<file path="config.mk">
export PLATFORM = sky130hd
export DESIGN_NAME = msvgs_ctrl
export DESIGN_NICKNAME = d
export VERILOG_FILES = /design/src/rtl/msvgs_pkg.sv /design/src/rtl/msvgs_ctrl.sv
export SDC_FILE = /design/constraint.sdc
export NUM_CORES = 1
export LEC_CHECK = 0
export CORE_AREA = 2 2 39 41
export CTS_CLUSTER_SIZE = 16
export DETAILED_ROUTE_END_ITERATION = 8
export DIE_AREA = 0 0 41 43
export DONT_BUFFER_PORTS = 1
export GPL_ROUTABILITY_DRIVEN = 1
export GPL_TIMING_DRIVEN = 0
export PLACE_DENSITY = 0.56
export SYNTH_ARGS = -nofsm -noshare
export SYNTH_HDL_FRONTEND = slang
export SYNTH_SLANG_ARGS = --single-unit
</file>
<file path="constraint.sdc">
create_clock -name clk -period 3.35 [get_ports clk]
set_clock_uncertainty 0.1 [all_clocks]
set_input_delay 0 -clock clk [delete_from_list [all_inputs] [get_ports clk]]
set_output_delay 0 -clock clk [all_outputs]
set_load 0.01 [all_outputs]
</file>
<file path="src/rtl/msvgs_pkg.sv">
// Shared constants, command codes and status types for the gap selection block.
package msvgs_pkg;

  localparam int MAX_ITEMS_DEF = 1024;
  localparam int VALUE_W       = 30;
  localparam int TOTAL_W       = 41;
  localparam int GAP           = 2;

  typedef enum logic [3:0] {
    OP_NONE,
    OP_LOAD,
    OP_INS_START,
    OP_INS_SHIFT,
    OP_INS_PUT,
    OP_GRP_START,
    OP_GRP_STEP,
    OP_GRP_FLUSH,
    OP_DP_RDI,
    OP_DP_TRRD,
    OP_DP_TRSTEP,
    OP_DP_SUM,
    OP_FINISH
  } op_t;

  typedef struct packed {
    logic full;
    logic last;
    logic j_zero;
    logic j_one;
    logic gt;
    logic i_done;
    logic adv;
    logic dp_last;
    logic out_busy;
  } status_t;

endpackage

</file>
<file path="src/rtl/msvgs_ctrl.sv">
// Controller state machine sequencing load, insertion, grouping and the program.
module msvgs_ctrl (
  input  logic              clk,
  input  logic              rst_n,
  input  logic              in_valid,
  output logic              in_ready,
  input  msvgs_pkg::status_t st,
  output msvgs_pkg::op_t    op
);
  import msvgs_pkg::*;

  typedef enum logic [3:0] {
    S_IDLE,
    S_LOAD,
    S_INS,
    S_SHIFT,
    S_PUT,
    S_GRP0,
    S_GRP,
    S_FLUSH,
    S_RDI,
    S_TRRD,
    S_TRSTEP,
    S_SUM,
    S_DONE
  } state_t;

  state_t state_r, state_nxt;
  state_t after_ins;

  assign in_ready  = (state_r == S_IDLE);
  assign after_ins = st.last ? S_GRP0 : S_IDLE;

  always_comb begin
    state_nxt = state_r;
    op        = OP_NONE;
    case (state_r)
      S_IDLE: begin
        if (in_valid) begin
          op        = OP_LOAD;
          state_nxt = S_LOAD;
        end
      end
      S_LOAD:  state_nxt = st.full ? after_ins : S_INS;
      S_INS: begin
        op        = OP_INS_START;
        state_nxt = st.j_zero ? after_ins : S_SHIFT;
      end
      S_SHIFT: begin
        op = OP_INS_SHIFT;
        if (st.gt) begin
          state_nxt = st.j_one ? S_PUT : S_SHIFT;
        end else begin
          state_nxt = after_ins;
        end
      end
      S_PUT: begin
        op        = OP_INS_PUT;
        state_nxt = after_ins;
      end
      S_GRP0: begin
        op        = OP_GRP_START;
        state_nxt = S_GRP;
      end
      S_GRP: begin
        op        = OP_GRP_STEP;
        state_nxt = st.i_done ? S_FLUSH : S_GRP;
      end
      S_FLUSH: begin
        op        = OP_GRP_FLUSH;
        state_nxt = S_RDI;
      end
      S_RDI: begin
        op        = OP_DP_RDI;
        state_nxt = S_TRRD;
      end
      S_TRRD: begin
        op        = OP_DP_TRRD;
        state_nxt = S_TRSTEP;
      end
      S_TRSTEP: begin
        op        = OP_DP_TRSTEP;
        state_nxt = st.adv ? S_TRSTEP : S_SUM;
      end
      S_SUM: begin
        op        = OP_DP_SUM;
        state_nxt = st.dp_last ? S_DONE : S_RDI;
      end
      S_DONE: begin
        op        = OP_FINISH;
        state_nxt = st.out_busy ? S_DONE : S_IDLE;
      end
      default: state_nxt = S_IDLE;
    endcase
  end

  always_ff @(posedge clk) begin
    if (!rst_n) begin
      state_r <= S_IDLE;
    end else begin
      state_r <= state_nxt;
    end
  end

endmodule

</file>
# After elaboration in Yosys (flattened, before gate mapping)
# Index checks and enable logic that the tools add are counted.
[classes]
eq_ne = 13
muxes = 13
reduce_logical = 1
[ops]
columns = ["op", "count"]
rows = [
  ["one-hot mux 4 bit (13 select lines)", 1],
  ["one-hot mux 4 bit (12 select lines)", 1],
  ["== test 4 bit (second input constant)", 5],
  ["two-way mux 3 bit", 6],
  ["== test 4 x 3 -> 1 bit (second input constant)", 4],
  ["== test 4 x 2 -> 1 bit (second input constant)", 2],
  ["two-way mux 4 bit", 2],
  ["== test 4 x 1 -> 1 bit (second input constant)", 1],
  ["logical NOT 4 bit", 1],
  ["two-way mux 1 bit", 3],
  ["inequality test 2 bit (second input constant)", 1],
]
[totals]
ff_bits = 4
inputBits = 12
out_inout_bits = 5
elab_cells = 28

# Longest topological paths before layout
[depth]
word_depth = 3
ltp_mapped = 6
mapped_depth_nobuf = 4

# Worst setup path after synthesis
# No wires, ideal clock.
[synth_timing]
kind = "reg-to-reg"
from = "reg state_r[0]"
to = "reg state_r[1]"
setup_time_ns = 0.079
arrival_ns = 1.098
required_time_ns = 3.171
path_slack_ns = 2.072
stages_incl_launch_ff = 6
n_path_buf = 1
synth_period_minus_slack_ns = 1.278
path_cell_list = "dfxtp_1 -> or2_1 -> buf_6 -> a31oi_4 -> o41ai_4 -> a211oi_2"
[synth_via]
elab_chain_len = 2
elab_cells_between_ends = 15
classes_between = "13 x eq/ne; 1 x mux; 1 x reduce/logical"
[synth_rtl]
columns = ["element", "line", "text"]
rows = [
  ["start: declaration", "msvgs_ctrl.sv:28", "state_t state_r, state_nxt;"],
  ["start signal: assignment", "msvgs_ctrl.sv:101", "state_r <= state_nxt;"],
  ["== test 4 bit (tied with other cells)", "msvgs_ctrl.sv:37", "case (state_r)"],
  ["one-hot mux 4 bit (13 select lines) or inequality test 2 bit (tied branches)", "--", ""],
]
# Parallel ways exist; a longest one is shown, timed or not.
# A chain may end at the register's enable or synchronous reset.

# Final worst setup path
# Ends and elaborated chain as after synthesis.

==> PnR_summary.wiki <==
{| class="wikitable"
! Metric !! Value
|-
| Number of optimization iterations in the first detailed-route pass || 4
|-
| Required time reported for the critical path endpoint || 3420 ps
|-
| Max FFs per register || 4
|-
| Core occupancy in the finished layout || 44.1%
|-
| EDFF count, synth || 0
|-
| H-Tree Depth || 1
|-
| Post_cts resized || 0
|-
| Top reg by flops || state_r
|-
| CTS tree || yes
|-
| Area of the core || 1380 um2
|-
| Placed wire-length estimate after detailed placement || 865 um
|-
| Pin count of the biggest net entering global routing || 11
|-
| Area growth from synthesis to layout || 25.1%
|-
| Setup tns final || 0 ps
|-
| Largest area contributor in the synthesized netlist || sky130_fd_sc_hd__dfxtp_1
|-
| GRT Total Usage || 17.1%
|-
| Actual slew at the worst max-slew pin || 455 ps
|-
| Critical path class || reg -> reg
|-
| Ordered list of cells on the worst path || or2_1, buf_6, a31oi_4, o41ai_4, dlygate4sd3_1, a211oi_2, dlygate4sd3_1
|-
| Delay-heaviest family, CP || buffers and inverters
|-
| Type of the worst min-delay path || in -> reg
|-
| Via count || 525
|-
| Number of nets still failing antenna checks after routing || 0
|-
| RePlAce Congestion || 0.837
|-
| Aggregate routed wire length || 1260 um
|-
| Category of the worst setup path capture point || register
|-
| Worst hold slack || 58.8 ps
|-
| Worst endpoint data arrival time || 2590 ps
|-
| Standby leakage power || 0.230 nW
|-
| Post-route cell area || 611 um2
|-
| Cells on worst reg2reg path || 7
|-
| Post-layout power || 0.190 mW
|-
| Vias/cell || 5.65
|-
| Nature of the critical path startpoint || register
|-
| Number of antenna violations at the first check in global routing || 0
|-
| Setup violators final || 0
|-
| Placement-stage cell area || 508 um2
|-
| Max IR drop VDD || 81.1 uV
|-
| Largest stage delay, worst path || 630 ps
|-
| Total clock sinks || 4
|-
| Violation count after the first detailed-routing iteration || 7
|-
| Leading post-synthesis cells by instance count || sky130_fd_sc_hd__nor2_1 (7), sky130_fd_sc_hd__nand2_1 (5), sky130_fd_sc_hd__o21ai_0 (5)
|-
| Detailed-route DRC error count || 0
|-
| Flip-flop cell with the highest count after synthesis || sky130_fd_sc_hd__dfxtp_1
|-
| Number of CTS-inserted buffers || 3
|-
| Number of distinct standard cells referenced by the synthesized netlist || 33
|-
| Initial core utilization || 35.3%
|-
| Share of the cycle needed by the critical path after routing || 75.2%
|-
| Die Outline Area || 1760 um2
|-
| Remaining max-slew budget at the tightest pin || 69.6%
|-
| Hold-critical path depth || 4
|-
| Insertion delay of the later-clocked pin in the worst-skew pair || 230 ps
|-
| Total global routing overflow || 0
|-
| Combined buffer and inverter count along the critical path || 3
|-
| Final hold violation count || 0
|-
| Share of cells above drive strength 1 || 20.8%
|-
| Path length in cells of the critical path || 7
|-
| PortBufs || 0
|-
| Number of placed I/O pins || 17
|-
| Number of diodes added for antenna fixing || 0
|-
| Post-synthesis instance area || 488 um2
|-
| Number of nets in the synthesized netlist || 78
|-
| Number of register bits inferred by synthesis || 4
|-
| Dominant cells by area after synthesis || sky130_fd_sc_hd__dfxtp_1 (16%), sky130_fd_sc_hd__o41ai_4 (5.6%), sky130_fd_sc_hd__nor2_1 (5.4%), sky130_fd_sc_hd__o21ai_0 (5.1%), sky130_fd_sc_hd__nand3b_1 (4.6%)
|-
| Number of warnings reported in the yosys synthesis log || 0
|-
| Most frequent cell on the critical path || sky130_fd_sc_hd__dlygate4sd3_1
|-
| Power per Cell Area || 312 nW/um2
|-
| Min Clock Period, post-route || 2520 ps
|-
| Per-instance average area after synthesis || 7.39 um2
|-
| Avg WL per Cell || 13.6 um
|-
| FMAX || 397 MHz
|-
| Clock transition at path regs || 40 ps
|-
| Die span in y || 43 um
|-
| Registers with the most flip-flops || state_r (4)
|-
| Synthesized instance count || 66
|-
| Worst-path fanout max || 9
|-
| Cell with the biggest individual delay on the critical path || sky130_fd_sc_hd__dlygate4sd3_1
|-
| Master cell of the clock root buffer || sky130_fd_sc_hd__clkbuf_4
|-
| Global-route wire length before repair || 2100 um
|-
| Setup repair after global routing missed its margin || no
|-
| Most common cell in the netlist || sky130_fd_sc_hd__nor2_1
|-
| Share of synthesized registers carrying an async set or reset || 0%
|-
| Die X-Extent || 41 um
|-
| Vias in the first global route || 532
|-
| Reported max-cap violation count || 0
|-
| Status || finished clean
|-
| Portion of synthesized cell area occupied by the leading cell type || 16.4%
|-
| Number of max-slew violations in the final report || 0
|-
| Sequential element share of the synthesized area || 16.4%
|-
| Bufs on Longest Clock Path || 2
|-
| Nets || 91
|-
| Standard-cell row count || 14
|}
==> area by class of cell <==
type	count	area, um2
buffer	6	41.3
clock buffer	3	22.5
fill	153	773
inverter	5	18.8
multi-input combinational	51	348
sequential	4	80.1
tap	16	20.0
timing repair buffer	8	80.1
==> cell families (layout without fill, tap and decap cells) <==
family          after synthesis  in the layout  share of synthesized area [%]
simple gates                 26             26                           27.4
mux                           1              1                           2.05
compound gates               24             24                           41.8
flops                         4              4                           16.4
buf+inv                      11             22                           12.3
==> worst reg2reg max path: cells and delay by family, from the launching register on <==
family | cells | cell delay (ps)
AOI/OAI and AO/OA | 3 | 470
buffers and inverters | 3 | 1350
DFF | 1 | 320
and+or+nand+nor | 1 | 240
==> placed cells by master, fill, tap and decap left out, drive strengths merged, types with 2 or more instances in the layout <==
cell and count:
buf 6, a21oi 3, nand2 6, a21boi 2, nand3 2, o21ai 5, dlygate4sd3 8, nor2 7
o211ai 2, a31oi 4, dfxtp 4, clkbuf 3, nor3b 2, nand3b 3, inv 5, nor3 2
==> path summary, 6_finish.rpt <==
| check | startpoint | endpoint | slack, ps |
|---|---|---|---|
| max | state_r[0] | state_r[1] | 830 |
| min | st[0] | state_r[3] | 60 |
| max reg2reg | state_r[0] | state_r[1] | 830 |
| min reg2reg | state_r[0] | state_r[3] | 630 |
==> metal layers <==
metal	wire length, um	vias to the layer above	share of wire, %	global-route usage (%)
li1	-	264	-	-
met3	58	2	4.6	3.14
met2	624	15	49	26.6
met4	17	0	1.3	8.67
met1	562	244	44	21.2
met5	0	-	0	0
==> power breakdown <==
part / internal (mW) / total [mW] / switching (mW)
Sequential: 0.0513 / 0.0547 / 0.00344
Clock: 0.0400 / 0.0590 / 0.0190
Combinational: 0.0351 / 0.0766 / 0.0414
==> per-stage QoR <==
step                setup slack [ps]  instances
floorplan                       2070         66
global placement                1960         82
detailed placement              1970         82
CTS                              867         93
global route                     746         93
finish                           830         93
==> repair_timing <==
item                                   in CTS  in global routing
buffers inserted                            0                  0
hold buffers                                8                  0
endpoints found under the hold margin       4                  0
(Power assumes the default switching activity.)
